**src/design/gcnl_pkg.sv**
```systemverilog
// Package for the grid cell neighbor list unit.
// Holds field widths, reset constants and the queue entry type.
// Used by every module of the block; depends on nothing.
`default_nettype none

package gcnl_pkg;

  // Width of a linear cell index, as carried on both channels.
  localparam int unsigned REGION_W = 18;
  // Padded stream data width (whole bytes).
  localparam int unsigned TDATA_W = 24;
  // Width of the grid side register and its reset value.
  localparam int unsigned SIDE_W = 7;
  localparam logic [SIDE_W-1:0] SIDE_RESET = 7'd8;

  // One decoded item handed from the front to the back. All address
  // arithmetic is modulo 2**REGION_W, which matches the masked result.
  typedef struct packed {
    logic [REGION_W-1:0] start_addr; // first neighbor in walk order
    logic [REGION_W-1:0] step_k;     // delta for the next k
    logic [REGION_W-1:0] step_j;     // delta when k wraps and j advances
    logic [REGION_W-1:0] step_i;     // delta when j and k wrap and i advances
    logic [1:0]          span_i;     // number of i positions minus one
    logic [1:0]          span_j;
    logic [1:0]          span_k;
    logic                err;        // index not below side cubed
  } qent_t;

endpackage : gcnl_pkg

`default_nettype wire

```
**src/design/gcnl_front.sv**
```systemverilog
// Front part of the grid cell neighbor list unit: input buffer, range
// check and an iterative divider that recovers i, j and k of the cell.
// Depends on gcnl_pkg.
`default_nettype none

module gcnl_front #(
  parameter int unsigned MAX_SIDE = 64
) (
  input  wire logic                               clk,
  input  wire logic                               rst_n,
  input  wire logic                               in_tvalid,
  output logic                                    in_tready,
  input  wire logic [gcnl_pkg::REGION_W-1:0]      in_idx,
  input  wire logic [$clog2(MAX_SIDE+1)-1:0]      side,
  output logic                                    push_valid,
  input  wire logic                               push_ready,
  output gcnl_pkg::qent_t                         push_data
);

  localparam int unsigned RW   = gcnl_pkg::REGION_W;
  localparam int unsigned SW   = $clog2(MAX_SIDE + 1);
  localparam int unsigned QW   = $clog2(MAX_SIDE);
  localparam int unsigned PW   = 2 * SW;
  localparam int unsigned CW   = 3 * SW;
  localparam int unsigned DVW  = PW + QW;
  localparam int unsigned CMPW = (RW > DVW) ? RW : DVW;
  localparam int unsigned XW   = (RW > CW) ? RW : CW;
  localparam int unsigned CNTW = (QW > 1) ? $clog2(QW) : 1;

  typedef enum logic [5:0] {
    F_IDLE = 6'b000001,
    F_SQ   = 6'b000010,
    F_CUBE = 6'b000100,
    F_CHK  = 6'b001000,
    F_DIV  = 6'b010000,
    F_PUSH = 6'b100000
  } fstate_t;

  fstate_t              state_r, state_nxt;
  logic                 buf_valid_r;
  logic [RW-1:0]        buf_idx_r;
  logic [RW-1:0]        idx_r;
  logic [SW-1:0]        n_r;
  logic [PW-1:0]        nsq_r;
  logic [CW-1:0]        cube_r;
  logic [RW-1:0]        rem_r, rem_nxt;
  logic [DVW-1:0]       dvs_r;
  logic [QW-1:0]        q_r, q_nxt;
  logic [QW-1:0]        k_r;
  logic [QW-1:0]        j_r;
  logic [CNTW-1:0]      cnt_r;
  logic                 phase_r;
  logic                 err_r;
  logic                 ge;

  // Input buffer: one item waits here while the divider is busy.
  assign in_tready = !buf_valid_r;

  always_ff @(posedge clk) begin
    if (!rst_n) begin
      buf_valid_r <= 1'b0;
    end else if (in_tvalid && in_tready) begin
      buf_valid_r <= 1'b1;
    end else if (state_r == F_IDLE) begin
      buf_valid_r <= 1'b0;
    end
  end

  always_ff @(posedge clk) begin
    if (in_tvalid && in_tready) begin
      buf_idx_r <= in_idx;
    end
  end

  // One restoring division step on the current remainder.
  assign ge      = CMPW'(rem_r) >= CMPW'(dvs_r);
  assign rem_nxt = ge ? RW'(CMPW'(rem_r) - CMPW'(dvs_r)) : rem_r;
  assign q_nxt   = QW'({q_r, ge});

  // Sequencer state.
  always_comb begin
    state_nxt = state_r;
    unique case (state_r)
      F_IDLE: if (buf_valid_r) state_nxt = F_SQ;
      F_SQ:   state_nxt = F_CUBE;
      F_CUBE: state_nxt = F_CHK;
      F_CHK:  state_nxt = (XW'(idx_r) >= XW'(cube_r)) ? F_PUSH : F_DIV;
      F_DIV:  if (cnt_r == CNTW'(QW - 1) && phase_r) state_nxt = F_PUSH;
      F_PUSH: if (push_ready) state_nxt = F_IDLE;
      default: state_nxt = F_IDLE;
    endcase
  end

  always_ff @(posedge clk) begin
    if (!rst_n) begin
      state_r <= F_IDLE;
    end else begin
      state_r <= state_nxt;
    end
  end

  // Datapath: square, cube, range check, then k and j by division.
  always_ff @(posedge clk) begin
    case (state_r)
      F_IDLE: begin
        idx_r <= buf_idx_r;
        n_r   <= side;
      end
      F_SQ: begin
        nsq_r <= PW'(PW'(n_r) * PW'(n_r));
      end
      F_CUBE: begin
        cube_r <= CW'(CW'(nsq_r) * CW'(n_r));
      end
      F_CHK: begin
        err_r   <= XW'(idx_r) >= XW'(cube_r);
        rem_r   <= idx_r;
        dvs_r   <= DVW'(nsq_r) << (QW - 1);
        q_r     <= '0;
        cnt_r   <= '0;
        phase_r <= 1'b0;
      end
      F_DIV: begin
        rem_r <= rem_nxt;
        if (cnt_r == CNTW'(QW - 1)) begin
          cnt_r <= '0;
          q_r   <= '0;
          dvs_r <= DVW'(n_r) << (QW - 1);
          if (!phase_r) begin
            k_r     <= q_nxt;
            phase_r <= 1'b1;
          end else begin
            j_r <= q_nxt;
          end
        end else begin
          cnt_r <= cnt_r + CNTW'(1);
          q_r   <= q_nxt;
          dvs_r <= dvs_r >> 1;
        end
      end
      default: begin
      end
    endcase
  end

  // Walk bounds and address deltas for the back part.
  logic          i_lo, i_hi, j_lo, j_hi, k_lo, k_hi;
  logic [1:0]    si, sj, sk;
  logic [RW-1:0] n18, nsq18, skn, sjn;

  assign n18   = RW'(n_r);
  assign nsq18 = RW'(nsq_r);
  assign i_lo  = rem_r != '0;
  assign i_hi  = (RW + 1)'(rem_r) + (RW + 1)'(1) < (RW + 1)'(n_r);
  assign j_lo  = j_r != '0;
  assign j_hi  = (SW + 1)'(j_r) + (SW + 1)'(1) < (SW + 1)'(n_r);
  assign k_lo  = k_r != '0;
  assign k_hi  = (SW + 1)'(k_r) + (SW + 1)'(1) < (SW + 1)'(n_r);
  assign si    = {1'b0, i_lo} + {1'b0, i_hi};
  assign sj    = {1'b0, j_lo} + {1'b0, j_hi};
  assign sk    = {1'b0, k_lo} + {1'b0, k_hi};

  always_comb begin
    case (sk)
      2'd2:    skn = nsq18 << 1;
      2'd1:    skn = nsq18;
      default: skn = '0;
    endcase
    case (sj)
      2'd2:    sjn = n18 << 1;
      2'd1:    sjn = n18;
      default: sjn = '0;
    endcase
  end

  always_comb begin
    push_data = '0;
    if (err_r) begin
      push_data.err = 1'b1;
    end else begin
      push_data.start_addr = idx_r - RW'(i_lo) - (j_lo ? n18 : '0) - (k_lo ? nsq18 : '0);
      push_data.step_k     = nsq18;
      push_data.step_j     = n18 - skn;
      push_data.step_i     = RW'(1) - sjn - skn;
      push_data.span_i     = si;
      push_data.span_j     = sj;
      push_data.span_k     = sk;
    end
  end

  assign push_valid = state_r == F_PUSH;

endmodule : gcnl_front

`default_nettype wire

```
**src/design/gcnl_queue.sv**
```systemverilog
// Two-entry queue between the front and back parts of the neighbor unit.
// Depends on gcnl_pkg for the entry type.
`default_nettype none

module gcnl_queue (
  input  wire logic            clk,
  input  wire logic            rst_n,
  input  wire logic            push_valid,
  output logic                 push_ready,
  input  wire gcnl_pkg::qent_t push_data,
  output logic                 pop_valid,
  input  wire logic            pop_ready,
  output gcnl_pkg::qent_t      pop_data
);

  gcnl_pkg::qent_t ent_r [2];
  logic            wp_r;
  logic            rp_r;
  logic [1:0]      cnt_r;
  logic            do_push, do_pop;

  assign push_ready = cnt_r != 2'd2;
  assign pop_valid  = cnt_r != 2'd0;
  assign pop_data   = ent_r[rp_r];
  assign do_push    = push_valid && push_ready;
  assign do_pop     = pop_valid && pop_ready;

  // Pointers and fill level.
  always_ff @(posedge clk) begin
    if (!rst_n) begin
      wp_r  <= 1'b0;
      rp_r  <= 1'b0;
      cnt_r <= 2'd0;
    end else begin
      if (do_push) wp_r <= !wp_r;
      if (do_pop)  rp_r <= !rp_r;
      if (do_push && !do_pop) begin
        cnt_r <= cnt_r + 2'd1;
      end else if (do_pop && !do_push) begin
        cnt_r <= cnt_r - 2'd1;
      end
    end
  end

  // Entry storage.
  always_ff @(posedge clk) begin
    if (do_push) begin
      ent_r[wp_r] <= push_data;
    end
  end

  a_cnt_bound: assert property (@(posedge clk) disable iff (!rst_n)
    cnt_r != 2'd3)
    else $error("queue fill level out of range");

  a_ptr_sync: assert property (@(posedge clk) disable iff (!rst_n)
    (cnt_r == 2'd0 || cnt_r == 2'd2) |-> (wp_r == rp_r))
    else $error("queue pointers disagree with fill level");

endmodule : gcnl_queue

`default_nettype wire

```
**src/design/gcnl_back.sv**
```systemverilog
// Back part of the neighbor unit: walks the neighborhood of one queued
// item and, while out_ready is high, presents one neighbor index per cycle
// in an output register. Depends on gcnl_pkg.
`default_nettype none

module gcnl_back (
  input  wire logic                           clk,
  input  wire logic                           rst_n,
  input  wire logic                           q_valid,
  output logic                                q_ready,
  input  wire gcnl_pkg::qent_t                q_data,
  output logic                                out_valid,
  input  wire logic                           out_ready,
  output logic [gcnl_pkg::REGION_W-1:0]       out_addr,
  output logic                                out_last,
  output logic                                out_err
);

  localparam int unsigned RW = gcnl_pkg::REGION_W;

  logic          vld_r;
  logic [RW-1:0] addr_r, dk_r, dj_r, di_r;
  logic [1:0]    si_r, sj_r, sk_r;
  logic [1:0]    ca_r, cb_r, cc_r;
  logic          err_r;
  logic          last, take, pop;

  assign last = (ca_r == si_r) && (cb_r == sj_r) && (cc_r == sk_r);
  assign take = vld_r && out_ready;
  assign pop  = q_valid && (!vld_r || (take && last));

  assign q_ready   = !vld_r || (take && last);
  assign out_valid = vld_r;
  assign out_addr  = addr_r;
  assign out_last  = last;
  assign out_err   = err_r;

  // Output valid flag.
  always_ff @(posedge clk) begin
    if (!rst_n) begin
      vld_r <= 1'b0;
    end else if (pop) begin
      vld_r <= 1'b1;
    end else if (take && last) begin
      vld_r <= 1'b0;
    end
  end

  // Walk: k innermost, then j, then i; each step adds a precomputed delta.
  always_ff @(posedge clk) begin
    if (pop) begin
      addr_r <= q_data.start_addr;
      dk_r   <= q_data.step_k;
      dj_r   <= q_data.step_j;
      di_r   <= q_data.step_i;
      si_r   <= q_data.span_i;
      sj_r   <= q_data.span_j;
      sk_r   <= q_data.span_k;
      err_r  <= q_data.err;
      ca_r   <= 2'd0;
      cb_r   <= 2'd0;
      cc_r   <= 2'd0;
    end else if (take && !last) begin
      if (cc_r != sk_r) begin
        cc_r   <= cc_r + 2'd1;
        addr_r <= addr_r + dk_r;
      end else if (cb_r != sj_r) begin
        cc_r   <= 2'd0;
        cb_r   <= cb_r + 2'd1;
        addr_r <= addr_r + dj_r;
      end else begin
        cc_r   <= 2'd0;
        cb_r   <= 2'd0;
        ca_r   <= ca_r + 2'd1;
        addr_r <= addr_r + di_r;
      end
    end
  end

  a_err_single: assert property (@(posedge clk) disable iff (!rst_n)
    (vld_r && err_r) |-> (last && addr_r == '0))
    else $error("error item must be a single zero result");

  a_walk_bound: assert property (@(posedge clk) disable iff (!rst_n)
    vld_r |-> (ca_r <= si_r && cb_r <= sj_r && cc_r <= sk_r))
    else $error("walk counter beyond its span");

  a_hold_stall: assert property (@(posedge clk) disable iff (!rst_n)
    (vld_r && !out_ready) |=> (vld_r && $stable(addr_r) && $stable(cc_r)))
    else $error("stalled result changed");

endmodule : gcnl_back

`default_nettype wire

```
**src/design/grid_cell_neighbor_list_unit.sv**
```systemverilog
// Top level of the grid cell neighbor list unit: side register, front,
// queue and back. Depends on gcnl_pkg, gcnl_front, gcnl_queue, gcnl_back.
//
//   channel  direction  handshake            payload
//   in_      slave      in_tvalid/in_tready  in_tdata[17:0] region_index
//   out_     master     out_tvalid/tready    tdata[17:0] neighbor_region,
//                                            tlast last, tuser index_error
//   cfg_     slave      cfg_valid/cfg_ready  cfg_data[6:0] grid_side
//
// The back part issues one result per cycle while out_tready is high; an
// item yields as many results as it has in-bounds neighbors: 8 to 27, or 1
// for a side of one or a bad index.
// The front divider overlaps with the back through a two-entry queue, so
// the front can decode a new item while the back still walks earlier ones.
// Reset is synchronous and active low; grid_side resets to 8.
// A stall on out_ holds the result register; the front keeps working
// until the queue fills, and in_ keeps taking one item into its buffer.
`default_nettype none

module grid_cell_neighbor_list_unit #(
  parameter int unsigned MAX_SIDE = 64
) (
  input  wire logic                          clk,
  input  wire logic                          rst_n,
  // Input items.
  input  wire logic                          in_tvalid,
  output logic                               in_tready,
  input  wire logic [gcnl_pkg::TDATA_W-1:0]  in_tdata,   // [17:0] region_index
  // Result items.
  output logic                               out_tvalid,
  input  wire logic                          out_tready,
  output logic [gcnl_pkg::TDATA_W-1:0]       out_tdata,  // [17:0] neighbor_region
  output logic                               out_tlast,
  output logic                               out_tuser,  // [0] index_error
  // Configuration write.
  input  wire logic                          cfg_valid,
  output logic                               cfg_ready,
  input  wire logic [gcnl_pkg::SIDE_W-1:0]   cfg_data    // [6:0] grid_side
);

  localparam int unsigned RW = gcnl_pkg::REGION_W;
  localparam int unsigned SW = $clog2(MAX_SIDE + 1);

  logic [gcnl_pkg::SIDE_W-1:0] side_r;
  logic [SW-1:0]               side_eff;
  logic                        push_valid, push_ready;
  gcnl_pkg::qent_t             push_data;
  logic                        q_valid, q_ready;
  gcnl_pkg::qent_t             q_data;
  logic [RW-1:0]               out_addr;

  // Grid side register, saturated to the supported maximum.
  assign cfg_ready = 1'b1;

  always_ff @(posedge clk) begin
    if (!rst_n) begin
      side_r <= gcnl_pkg::SIDE_RESET;
    end else if (cfg_valid && cfg_ready) begin
      side_r <= cfg_data;
    end
  end

  assign side_eff = (32'(side_r) > 32'(MAX_SIDE)) ? SW'(MAX_SIDE) : SW'(side_r);

  gcnl_front #(
    .MAX_SIDE (MAX_SIDE)
  ) u_front (
    .clk        (clk),
    .rst_n      (rst_n),
    .in_tvalid  (in_tvalid),
    .in_tready  (in_tready),
    .in_idx     (in_tdata[RW-1:0]),
    .side       (side_eff),
    .push_valid (push_valid),
    .push_ready (push_ready),
    .push_data  (push_data)
  );

  gcnl_queue u_queue (
    .clk        (clk),
    .rst_n      (rst_n),
    .push_valid (push_valid),
    .push_ready (push_ready),
    .push_data  (push_data),
    .pop_valid  (q_valid),
    .pop_ready  (q_ready),
    .pop_data   (q_data)
  );

  gcnl_back u_back (
    .clk       (clk),
    .rst_n     (rst_n),
    .q_valid   (q_valid),
    .q_ready   (q_ready),
    .q_data    (q_data),
    .out_valid (out_tvalid),
    .out_ready (out_tready),
    .out_addr  (out_addr),
    .out_last  (out_tlast),
    .out_err   (out_tuser)
  );

  assign out_tdata = gcnl_pkg::TDATA_W'(out_addr);

endmodule : grid_cell_neighbor_list_unit

`default_nettype wire

```
**config.mk**
```make
export PLATFORM = sky130hd
export DESIGN_NAME = grid_cell_neighbor_list_unit
export DESIGN_NICKNAME = d
export VERILOG_FILES = /design/src/design/gcnl_pkg.sv /design/src/design/gcnl_front.sv /design/src/design/gcnl_queue.sv /design/src/design/gcnl_back.sv /design/src/design/grid_cell_neighbor_list_unit.sv
export SDC_FILE = /design/constraint.sdc
export NUM_CORES = 1
export LEC_CHECK = 0
export BUFFER_PORTS_ARGS = -buffer_cell sky130_fd_sc_hd__buf_4
export CORE_UTILIZATION = 30
export CTS_CLUSTER_DIAMETER = 150
export DETAILED_ROUTE_END_ITERATION = 10
export GPL_TIMING_DRIVEN = 0
export MAX_ROUTING_LAYER = met4
export PLACE_DENSITY_LB_ADDON = 0.15
export SYNTH_ARGS = -nofsm -noshare
export SYNTH_HDL_FRONTEND = slang
export SYNTH_SLANG_ARGS = --single-unit
```
**constraint.sdc**
```tcl
create_clock -name clk -period 14 [get_ports clk]
set_input_delay 2.8 -clock clk [delete_from_list [all_inputs] [get_ports clk]]
set_output_delay 2.8 -clock clk [all_outputs]
set_load 0.1 [all_outputs]
```
### Word level (Yosys, flattened, before mapping)

Memory sizes are Yosys's and may differ from the RTL's. A register that Yosys moved wholly into a read port is not among the register bits.
Cells that the tools add are included.

| cells by class | value |
|---|---|
| $add $sub $neg | 22 |
| $mul | 2 |
| magnitude comparators | 6 |
| equality and inequality tests | 22 |
| multiplexer cells | 37 |
| bitwise logic cells | 3 |
| reductions and logical operators | 35 |

Operators by type and width:

| kind | count |
|---|---|
| $mux 18 | 5 |
| $mux 78 | 1 |
| $add 18x18->18 | 3 |
| $sub 18x18->18 | 3 |
| $pmux 20 s2 | 1 |
| $pmux 18 s2 | 1 |
| $pmux 6 s6 | 1 |
| $pmux 15 s2 | 1 |
| $mux 6 | 4 |
| $ge 18x21->1 | 1 |
| $mul 14x7->21 | 1 |
| $ge 18x20->1 | 1 |
| $add 18x1->19 const B | 1 |
| $lt 19x7->1 | 1 |
| $mux 19 | 1 |
| $reduce_bool 18->1 | 1 |
| $sub 18x1->18 | 1 |
| $sub 18x15->18 | 1 |
| $lt 8x7->1 | 2 |
| $pmux 8 s2 | 1 |
| $sub 7x15->16 | 1 |
| $add 6x1->7 const B | 2 |
| $mul 7x7->14 | 1 |
| $mux 14 | 1 |
| 35 further kinds | 90 |

| storage, ports and cells | value |
|---|---|
| register bits | 242 |
| RAM bits | 158 |
| input bits | 36 |
| output and inout port bits | 29 |
| logic and storage cells | 159 |
| memories kept | 1 |

Memory list:

| memory | depth | width | rd ports | clocked after memory_dff | wr ports | line | RTL |
|---|---|---|---|---|---|---|---|
| u_queue.ent_r | 2 | 79 | 1 | 1 | 1 | gcnl_queue.sv:16 | `gcnl_pkg::qent_t ent_r [2];` |

### Logic depth before layout (Yosys ltp)

Gate-level depths: netlist of run 1.

| depth | value |
|---|---|
| depth after elaboration | 9 |
| gate-level depth with buffers | 27 |
| mapped depth without buffers | 26 |

### By module

From an unflattened synthesis of run 1, not the netlist that was laid out.

| unflattened totals | value |
|---|---|
| cells, all modules | 2280 |
| area total of the unflattened synthesis | 25364.3 µm² |

Modules (own cells, without submodules):

| module | times used | cells an instance | area an instance (µm²) | seq. area each (µm²) |
|---|---|---|---|---|
| gcnl_front | 1 | 1584 | 14715.4 | 4224.1 |
| gcnl_queue | 1 | 270 | 5978.2 | 4844.6 |
| gcnl_back | 1 | 388 | 4306.6 | 2512.4 |
| grid_cell_neighbor_list_unit | 1 | 38 | 364.1 | 140.1 |

### Least setup slack after synthesis of run 1

OpenSTA, ideal clock, no wires.

| timing | value |
|---|---|
| path type | input to register |
| start point | input out_tready |
| end point | register u_back.addr_r[11], in the netlist u_back.out_addr[11] (data pin) |
| setup time | 0.351 ns |
| data arrival time | 5.124 ns |
| data required time | 13.649 ns |
| setup slack | 8.525 ns |
| cell stages on the path | 6 |
| path buffers | 2 |
| cells stage by stage | a21boi_1 -> or2_1 -> buf_2 -> inv_2 -> clkbuf_1 -> a21oi_1 |

| on the way | value |
|---|---|
| cells in the longest elaborated chain, start to end | 5 |

Ends and longest elaborated chain:

| what | line | RTL |
|---|---|---|
| start: declaration | grid_cell_neighbor_list_unit.sv:31 | `input wire logic out_tready,` |
| $logic_and 1x1->1 | gcnl_back.sv:29 | `assign take = vld_r && out_ready;` |
| $logic_and 1x1->1 | gcnl_back.sv:30 | `assign pop = q_valid && (!vld_r \|\| (take && last));` |
| $logic_or 1x1->1 | gcnl_back.sv:30 |  |
| $logic_and 1x1->1 | gcnl_back.sv:30 |  |
| via u_back.pop | gcnl_back.sv:26 | `logic last, take, pop;` |
| $mux 18 | gcnl_back.sv:51 | `if (pop) begin` |
| end signal: assignment | gcnl_back.sv:52 | `addr_r <= q_data.start_addr;` |
| end signal: assignment | gcnl_back.sv:66 | `addr_r <= addr_r + dk_r;` |
| end signal: assignment | gcnl_back.sv:70 | `addr_r <= addr_r + dj_r;` |
| end: declaration | gcnl_back.sv:22 | `logic [RW-1:0] addr_r, dk_r, dj_r, di_r;` |

The timed path passes the listed nets, and every way through them passes these cells.
A chain may end at the register's enable or synchronous reset.

==> metrics, run 1 <==
Die Width=285 um; worst rel slew slack=14.5%; r2r endpoint=u_queue.ent_r[0][22]; top-area cell type share of the netlist area=44.5%; Inserted Clock Buffers=44; peak fanout along the critical path=10; worst reg2reg path depth=23; flops & latches, synth=381; vias per cell=4.78; final max-slew violation count=0; CTS tree=built; Hold Fails Final Rpt=0; Global Route Usage Sum=16.6%; H-tree lvl count=2; leading area contributor after synthesis=edfxtp_1; CP startpoint kind=flop; largest cells by area after synthesis=edfxtp_1 (44%), ha_1 (10%), fa_1 (6.9%); cell with the most instances after synthesis=edfxtp_1; Fillers=7,907; EDFF count, synth=355; Setup Viol. Count Final=0; Post-Route Setup TNS=0 ps; via count=16,200; DRT iter0 DRCs=966; Netlist cell types=73; drt drc=0; post-cts sizing count=0; proportion of layout cells with a drive suffix above 1=9.01%; flop2flop setup slack=6830 ps; crit path DAT=7590 ps; Worst Setup Path Type=flop to flop; RSZ-0062 raised after global routing=no; Top FF cell, synth=edfxtp_1; Synth top cells by count=edfxtp_1 (355), nand2_1 (203), ha_1 (195), inv_1 (190), nor2_1 (174); Worst Skew=24.5 ps; CTS Sinks=381; site row count=103; warnings from Yosys=0; drt wl/cell=19.1 um; die area=81,000 sq um; sequential share of the synthesized area=46.7%; initial antenna violation count=1; final layout net count=2,623; worst-case clock buffer depth=3; Skew-Pair Late Insertion Delay=590 ps; Post-synth ARST share=0%; outcome=finished, final reports clean; Post-Synthesis Cells=2,196; root buffer cell=clkbuf_16; vias in the first global route=16,400; Syn Area/Cell=10.9 sq um; Final Critical Period=7170 ps; hold depth=0; # IOs=65; Synth-to-Final Area Change=13.8%; end of the critical path=u_queue.ent_r[0][22]; fmax=139 MHz; Required @ worst endpoint=14,420 ps; Synth Cell Area=24,000 sq um; crit end category=flop; worst r2r src=u_front.n_r[1]; grt ovf=0; DRT Pass-1 Iters=5; Core ar.=79,000 sq um; Antenna Nets Post-Route=0; first-pass GRT wire length=99,500 um; Worst Tran Pin Value=1270 ps; die span in y=285 um; initial core utilization=30.3%; # port buffers=50; Max Cap Viol=0; final worst-path cycle share=51.2%; Hold Buf Count CTS=0; total wire length=64,900 um; antenna cells=0; Hold/Removal Path Class=flop to flop; DP HPWL=50,300 um; crit path launch=u_front.n_r[1]; clock-pin slew on the worst setup and hold paths=60 ps; RD Place Congestion=0.869; post-CTS setup buffers=0; largest net degree at the start of global routing=60
## area by class of cell
cell class              count  area (sq um)  share of cell area [%]
clock inverters            26           315                    1.16
flip-flops and latches    381         11200                    41.0
multi-input cells        1543         11700                    43.1
plain buffers              88           363                    1.33
well taps                1050          1310                    4.82
repair buffers             56           485                    1.78
clock buffers              54          1140                    4.17
inverters                 195           732                    2.68
## cells in the final DEF, fill, tap and decap left out, types with 72 or more instances in the layout
cell type / count
a21oi_1: 98
fa_1: 83
nor2_1: 174
clkbuf_1: 85
ha_1: 195
xnor2_1: 72
inv_1: 190
edfxtp_1: 355
nand2_1: 203
o21ai_0: 94
## cells by family after synthesis
group	after synthesis	synth area share (%)
adders and majority gates	278	17.1
AOI/OAI and AO/OA	395	10.5
other	2	0.0313
buffers and inverters	283	4.55
xor gates and xnor gates	109	3.98
DFF	381	46.7
and+or+nand+nor	660	13.2
muxes	88	3.98
## worst min path at each step
stage / start / endpoint
after CTS: u_front.buf_idx_r[4] / u_front.idx_r[4]
after global placement: u_front.buf_idx_r[6] / u_front.idx_r[6]
final: u_front.buf_idx_r[4] / u_front.idx_r[4]
after detailed placement: u_front.buf_idx_r[13] / u_front.idx_r[13]
after floorplan: u_front.buf_idx_r[0] / u_front.idx_r[0]
after global routing: u_front.buf_idx_r[4] / u_front.idx_r[4]
## worst max-delay path, cell delays in order (launching register included)
cell	delay [ps]
edfxtp_1	590
clkbuf_1	550
clkinv_1	530
ha_1	430
a21boi_0	130
o21a_1	200
o21a_1	170
o21a_1	170
o21a_1	160
o21ai_0	200
nor2b_1	170
ha_1	230
clkbuf_1	230
a22oi_1	260
a31oi_1	200
nor3_1	750
inv_1	330
ha_1	450
and2_1	150
o311ai_1	140
a21oi_1	280
nor4_1	120
or3_1	360
a21oi_1	190
## metrics by stage
stage	std cells	util (%)	area (sq um)	worst slack (ps)	hold WS [ps]
after floorplan	2207	-	24000	8520	400
after global placement	3307	32.5	25700	6510	404
after detailed placement	3313	32.7	25800	6780	405
after CTS	3393	34.5	27300	6730	409
after global routing	3393	34.5	27300	6210	414
final	3393	34.5	27300	6830	407
## per-layer routing
layer | up-vias | GRT usage (%) | share of wire [%]
met1 | 7863 | 22.1 | 47
met4 | 0 | 4.53 | 2.5
li1 | 7957 | - | -
met5 | - | - | 0
met3 | 77 | 1.94 | 3.4
met2 | 305 | 26.5 | 47
## registers in the layout, summed over array words and instances, names as in the netlist, 14 cells and up, named ones only
name	count
u_back.di_r	18
u_back.dj_r	16
u_back.dk_r	14
u_back.out_addr	18
u_front.buf_idx_r	18
u_front.cube_r	21
u_front.dvs_r	19
u_front.idx_r	18
u_front.rem_r	18
u_queue.ent_r	146
Power of run 1 is left out: the tool's default activity adds up to more than one toggle a clock period on the data nets, which glitch-free logic cannot reach.
==> inputs of run 2 (changes only) <==
ABC_AREA = 1   (was unset)
clock period = 6.1 ns   (was 14 ns; I/O delays follow)
==> metrics, run 2 <==
outcome=finished, final reports clean; crit path DAT=6150 ps (-1440 ps); Synth-to-Final Area Change=14.2%; Final Core Density=34.9% (+0.34 points); CP startpoint kind=flop; clock-pin slew on the worst setup and hold paths=60 ps (about the same); crit path launch=u_front.n_r[2]; Synth top cells by count=nand2_1 (861), inv_1 (465), edfxtp_1 (355), nor2_1 (225), ha_1 (195); fmax=172 MHz (+24%); initial antenna violation count=0 (-1); largest cells by area after synthesis=edfxtp_1 (42%), nand2_1 (13%), ha_1 (9.7%); cell with the most instances after synthesis=nand2_1; Die Width=292 um (+2.6%); post-CTS setup buffers=0 (unchanged); Netlist cell types=48 (-34%); worst hold slack=417 ps (+9.61 ps); final max-slew violation count=0 (unchanged); crit end category=flop; DP HPWL=59,300 um (+18%); sequential share of the synthesized area=44.3% (-2.3 points); CTS tree=built; vias in the first global route=19,300 (+18%); flop2flop setup slack=290 ps (-6530 ps); die area=85,300 sq um (+5.3%); max reg flops=146 (unchanged); Final Critical Period=5810 ps (-1370 ps); final worst-path cycle share=95.2% (+44 points); Worst Skew=55.7 ps (+31.3 ps); post-cts sizing count=0 (unchanged); first-pass GRT wire length=114,000 um (+15%); Antenna Nets Post-Route=0 (unchanged); proportion of layout cells with a drive suffix above 1=5.86% (-3.1 points); Setup Viol. Count Final=0 (unchanged); CTS Sinks=381 (unchanged); warnings from Yosys=0 (unchanged); worst reg2reg path depth=16 (-30%); area of the multi-input gates=12,000 sq um (+1.9%); Global Route Usage Sum=18.0% (+1.5 points); EDFF count, synth=355 (unchanged); worst rel slew slack=15.4% (+0.83 points); Worst Tran Pin Value=1260 ps (-10.4 ps); Inserted Clock Buffers=46 (+4.5%); Worst Setup Path Type=flop to flop; drt drc=0 (unchanged); Max Cap Viol=0 (unchanged); Hold Fails Final Rpt=0 (unchanged); worst hold start=u_front.buf_idx_r[14]; commonest non-fill, non-tap cell in the layout=nand2_1; die span in y=292 um (+2.6%); peak fanout along the critical path=10 (unchanged); placed cell count=4,074 (+23%); area occupied by registers=11,200 sq um (unchanged); drt wl/cell=17.9 um (-6.3%); # port buffers=50 (unchanged); flops & latches, synth=381 (unchanged); RD Place Congestion=0.921 (+6.0%); Post-synth ARST share=0% (unchanged); DRT iter0 DRCs=1,113 (+15%); RSZ-0062 raised after global routing=no; final layout net count=3,366 (+28%); Syn Area/Cell=8.60 sq um (-21%); Most flops, register=u_queue.ent_r; antenna cells=0 (unchanged); leading area contributor after synthesis=edfxtp_1; via count=19,400 (+20%); DRT Pass-1 Iters=5 (unchanged); Setup Slack @ Placement=249 ps (-6530 ps); site row count=105 (+1.9%); Synth Cell Area=25,200 sq um (+5.3%); largest registers=u_queue.ent_r: 146 flops, u_front.cube_r: 21 flops, u_front.dvs_r: 19 flops; Top FF cell, synth=edfxtp_1; worst-case clock buffer depth=3 (unchanged); Core ar.=82,600 sq um (+4.6%); worst r2r src=u_front.n_r[2]; Required @ worst endpoint=6450 ps (-7970 ps); initial core utilization=30.5% (+0.20 points); total wire length=74,600 um (+15%); most frequent cells in the layout=nand2_1 (860), inv_1 (465), edfxtp_1 (355); # IOs=65 (unchanged); largest net degree at the start of global routing=65 (+8.3%); Post-Synthesis Cells=2,933 (+34%); Skew-Pair Late Insertion Delay=610 ps (+20 ps); Hold/Removal Path Class=flop to flop; Hold Buf Count CTS=0 (unchanged); root buffer cell=clkbuf_16; hold depth=0 (unchanged); H-tree lvl count=2 (unchanged); grt ovf=0 (unchanged); Fillers=8,473 (+7.2%); Final Non-Filler Cells=4,159 (+23%); vias per cell=4.67 (-2.3%); worst setup margin=294 ps (-6530 ps); top-area cell type share of the netlist area=42.3% (-2.2 points)
-- run 2: cell types whose count changed after synthesis, sizes merged, moves of 25 or more --
cell / delta
nand3: +108
a21oi: +54
and2: -46
inv: +275
nor2b: -60
xnor2: -52
o21a: -27
nand2: +661
mux2i: -25
mux2: -58
nor2: +51
o21ai: +31
-- run 2: routing by layer --
layer	share of wire, %	routed length [um]	track usage [%]
met1	47	35300	23.9
met2	47	35300	29.7
met3	3.4	2500	1.74
met4	2.1	1540	4.18
met5	0	0	-
-- run 2: area by class of cell --
class                      count  area share (%)
timing repair buffer          60            1.93
inverter                     471            6.14
buffer                        82            1.31
multi-input combinational   2010            41.6
clock inverter                28            1.26
tap                         1070            4.65
clock buffer                  57            4.35
sequential                   381            38.8
-- run 2: worst max-delay path, stage by stage, from the launching register on --
cell	delay, ps
edfxtp_1	530
clkbuf_1	620
buf_1	460
nand2_1	150
fa_1	540
inv_1	50
fa_1	480
fa_1	550
fa_1	510
ha_1	380
a21oi_1	170
a21boi_0	450
o21ai_0	320
nand2_1	170
nand2_1	60
nand2_1	50
nand2_1	90
-- run 2: cell families (layout without fill, tap and decap cells) --
family,Yosys count,count (layout),synth area share (%)
compound gates,340,340,7.34
fa+ha+maj,278,278,16.3
xor+xnor,70,70,2.43
mux,5,5,0.198
simple gates,1304,1304,20.9
flops,381,381,44.3
other cells,2,13,0.0298
buf+inv,553,698,8.51
-- run 2: worst paths after layout --
| path | endpoint |
|---|---|
| max reg2reg | u_front.cube_r[14] |
| max | u_front.cube_r[14] |
| min reg2reg | u_front.idx_r[14] |
| min | u_front.idx_r[14] |
-- run 2: stage by stage --
| stage | instance area [sq um] | TNS [ps] |
|---|---|---|
| after global routing | 28800 | 0 |
| after floorplan | 25300 | 0 |
| after detailed placement | 27200 | 0 |
| final | 28800 | 0 |
| after CTS | 28800 | 0 |
| after global placement | 27000 | -102990 |
Power of run 2 is left out for the same reason.
==> inputs of run 3 (changes only) <==
RECOVER_POWER = 25   (was unset)
==> metrics, run 3 (synthesis results as in run 2) <==
violated checks=max-capacitance violations, max-slew violations; final worst-path cycle share=95.1% (about the same); initial antenna violation count=0 (unchanged); Area after DPL=27,200 sq um (unchanged); flop2flop setup slack=300 ps (about the same); Most flops, register=u_queue.ent_r; CP startpoint kind=flop; placed cell count=4,074 (unchanged); Worst Setup Path Type=flop to flop; Worst Skew=56.2 ps (+0.427 ps); Required @ worst endpoint=6450 ps (about the same); # IOs=65 (unchanged); hold endpoint=u_front.idx_r[14]; site row count=105 (unchanged); worst reg2reg path depth=16 (unchanged); worst hold start=u_front.buf_idx_r[14]; crit end category=flop; Global Route Usage Sum=18.0% (unchanged); RSZ-0062 raised after global routing=no; CTS Sinks=381 (unchanged); worst r2r src=u_front.n_r[2]; Core ar.=82,600 sq um (unchanged); # port buffers=50 (unchanged); DP HPWL=59,300 um (unchanged); total wire length=74,500 um (-0.13%); die span in y=292 um (unchanged); Non-Filler Cell Area, Final=28,800 sq um (-0.19%); drt drc=0 (unchanged); H-tree lvl count=2 (unchanged); root buffer cell=clkbuf_16; initial core utilization=30.5% (unchanged); vias per cell=4.66 (-0.24%); antenna cells=0 (unchanged); worst rel slew slack=-2.62% (-18 points); post-CTS setup buffers=0 (unchanged); Antenna Nets Post-Route=0 (unchanged); crit path DAT=6150 ps (about the same); Skew-Pair Late Insertion Delay=610 ps (about the same); Die Width=292 um (unchanged); Final Non-Filler Cells=4,159 (unchanged); first-pass GRT wire length=114,000 um (unchanged); Fillers=8,487 (+0.17%); final max-slew violation count=9 (+9); commonest non-fill, non-tap cell in the layout=nand2_1; via count=19,400 (-0.24%); Hold Fails Final Rpt=0 (unchanged); drt wl/cell=17.9 um (-0.13%); DRT Pass-1 Iters=5 (unchanged); Hold/Removal Path Class=flop to flop; Inserted Clock Buffers=46 (unchanged); most frequent cells in the layout=nand2_1 (862), inv_1 (465), edfxtp_1 (355); post-cts sizing count=0 (unchanged); die area=85,300 sq um (unchanged); RD Place Congestion=0.921 (unchanged); grt ovf=0 (unchanged); largest net degree at the start of global routing=65 (unchanged); peak fanout along the critical path=10 (unchanged); Synth-to-Final Area Change=14.0%; outcome=complete, but fails checks; hold depth=0 (unchanged); CTS tree=built; final layout net count=3,366 (unchanged); vias in the first global route=19,300 (unchanged); Final Critical Period=5800 ps (-1.78 ps); r2r endpoint=u_front.cube_r[14]; Setup Viol. Count Final=0 (unchanged); clock-pin slew on the worst setup and hold paths=60 ps (about the same); max reg flops=146 (unchanged); DRT iter0 DRCs=1,082 (-2.8%); Hold Buf Count CTS=0 (unchanged); Worst Tran Pin Value=1530 ps (+266 ps); worst-case clock buffer depth=3 (unchanged); proportion of layout cells with a drive suffix above 1=5.47% (-0.39 points); largest registers=u_queue.ent_r: 146 flops, u_front.cube_r: 21 flops, u_front.dvs_r: 19 flops; fmax=172 MHz (about the same); Max Cap Viol=1 (+1)
## run 3: area by class of cell
class / instances / area, sq um / area share, %
Multi-Input combinational cell: 2010 / 11900 / 41.5
Sequential cell: 381 / 11200 / 38.9
Inverter: 471 / 1770 / 6.15
Tap cell: 1070 / 1340 / 4.66
Clock buffer: 57 / 1250 / 4.36
Timing Repair Buffer: 60 / 548 / 1.91
Buffer: 82 / 365 / 1.27
Clock inverter: 28 / 364 / 1.27
## run 3: metrics by stage
stage | setup TNS, ps | setup slack, ps | hold slack, ps | util, %
2_1_floorplan | 0 | 1540 | 400 | -
3_3_place_gp | -102990 | -730 | 403 | 32.7
3_5_place_dp | 0 | 249 | 405 | 32.9
4_1_cts | 0 | 284 | 418 | 34.9
5_1_grt | 0 | 21.9 | 422 | 34.8
6_report | 0 | 296 | 417 | 34.8
## run 3: routing by layer
layer	vias to the layer above	track usage [%]	wire, um
li1	9745	-	-
met1	9149	23.9	35100
met2	387	29.7	35100
met3	85	1.74	2680
met4	0	4.18	1550
met5	-	-	0
## run 3: worst max path at each step
stage	depth (start not counted)	start	end	slack (ps)
6_report	16	u_front.n_r[2]	u_front.cube_r[14]	300
5_1_grt	16	u_front.n_r[2]	u_front.cube_r[14]	20
4_1_cts	16	u_front.n_r[2]	u_front.cube_r[14]	280
3_5_place_dp	16	u_front.n_r[2]	u_front.cube_r[14]	250
3_3_place_gp	7	u_front.state_r[0]	u_queue.ent_r[1][11]	-730
2_1_floorplan	16	u_front.n_r[2]	u_front.cube_r[12]	1540
## run 3: critical path: stages, from the launching register on
cell and delay (ps):
edfxtp_1 520, clkbuf_1 640, buf_1 460, nand2_1 150, fa_1 540, inv_1 50, fa_1 480, fa_1 550
fa_1 510, ha_1 380, a21oi_1 170, a21boi_0 450, o21ai_0 310, nand2_1 160, nand2_1 60, nand2_1 50
nand2_1 90
Power of run 3 is left out for the same reason.
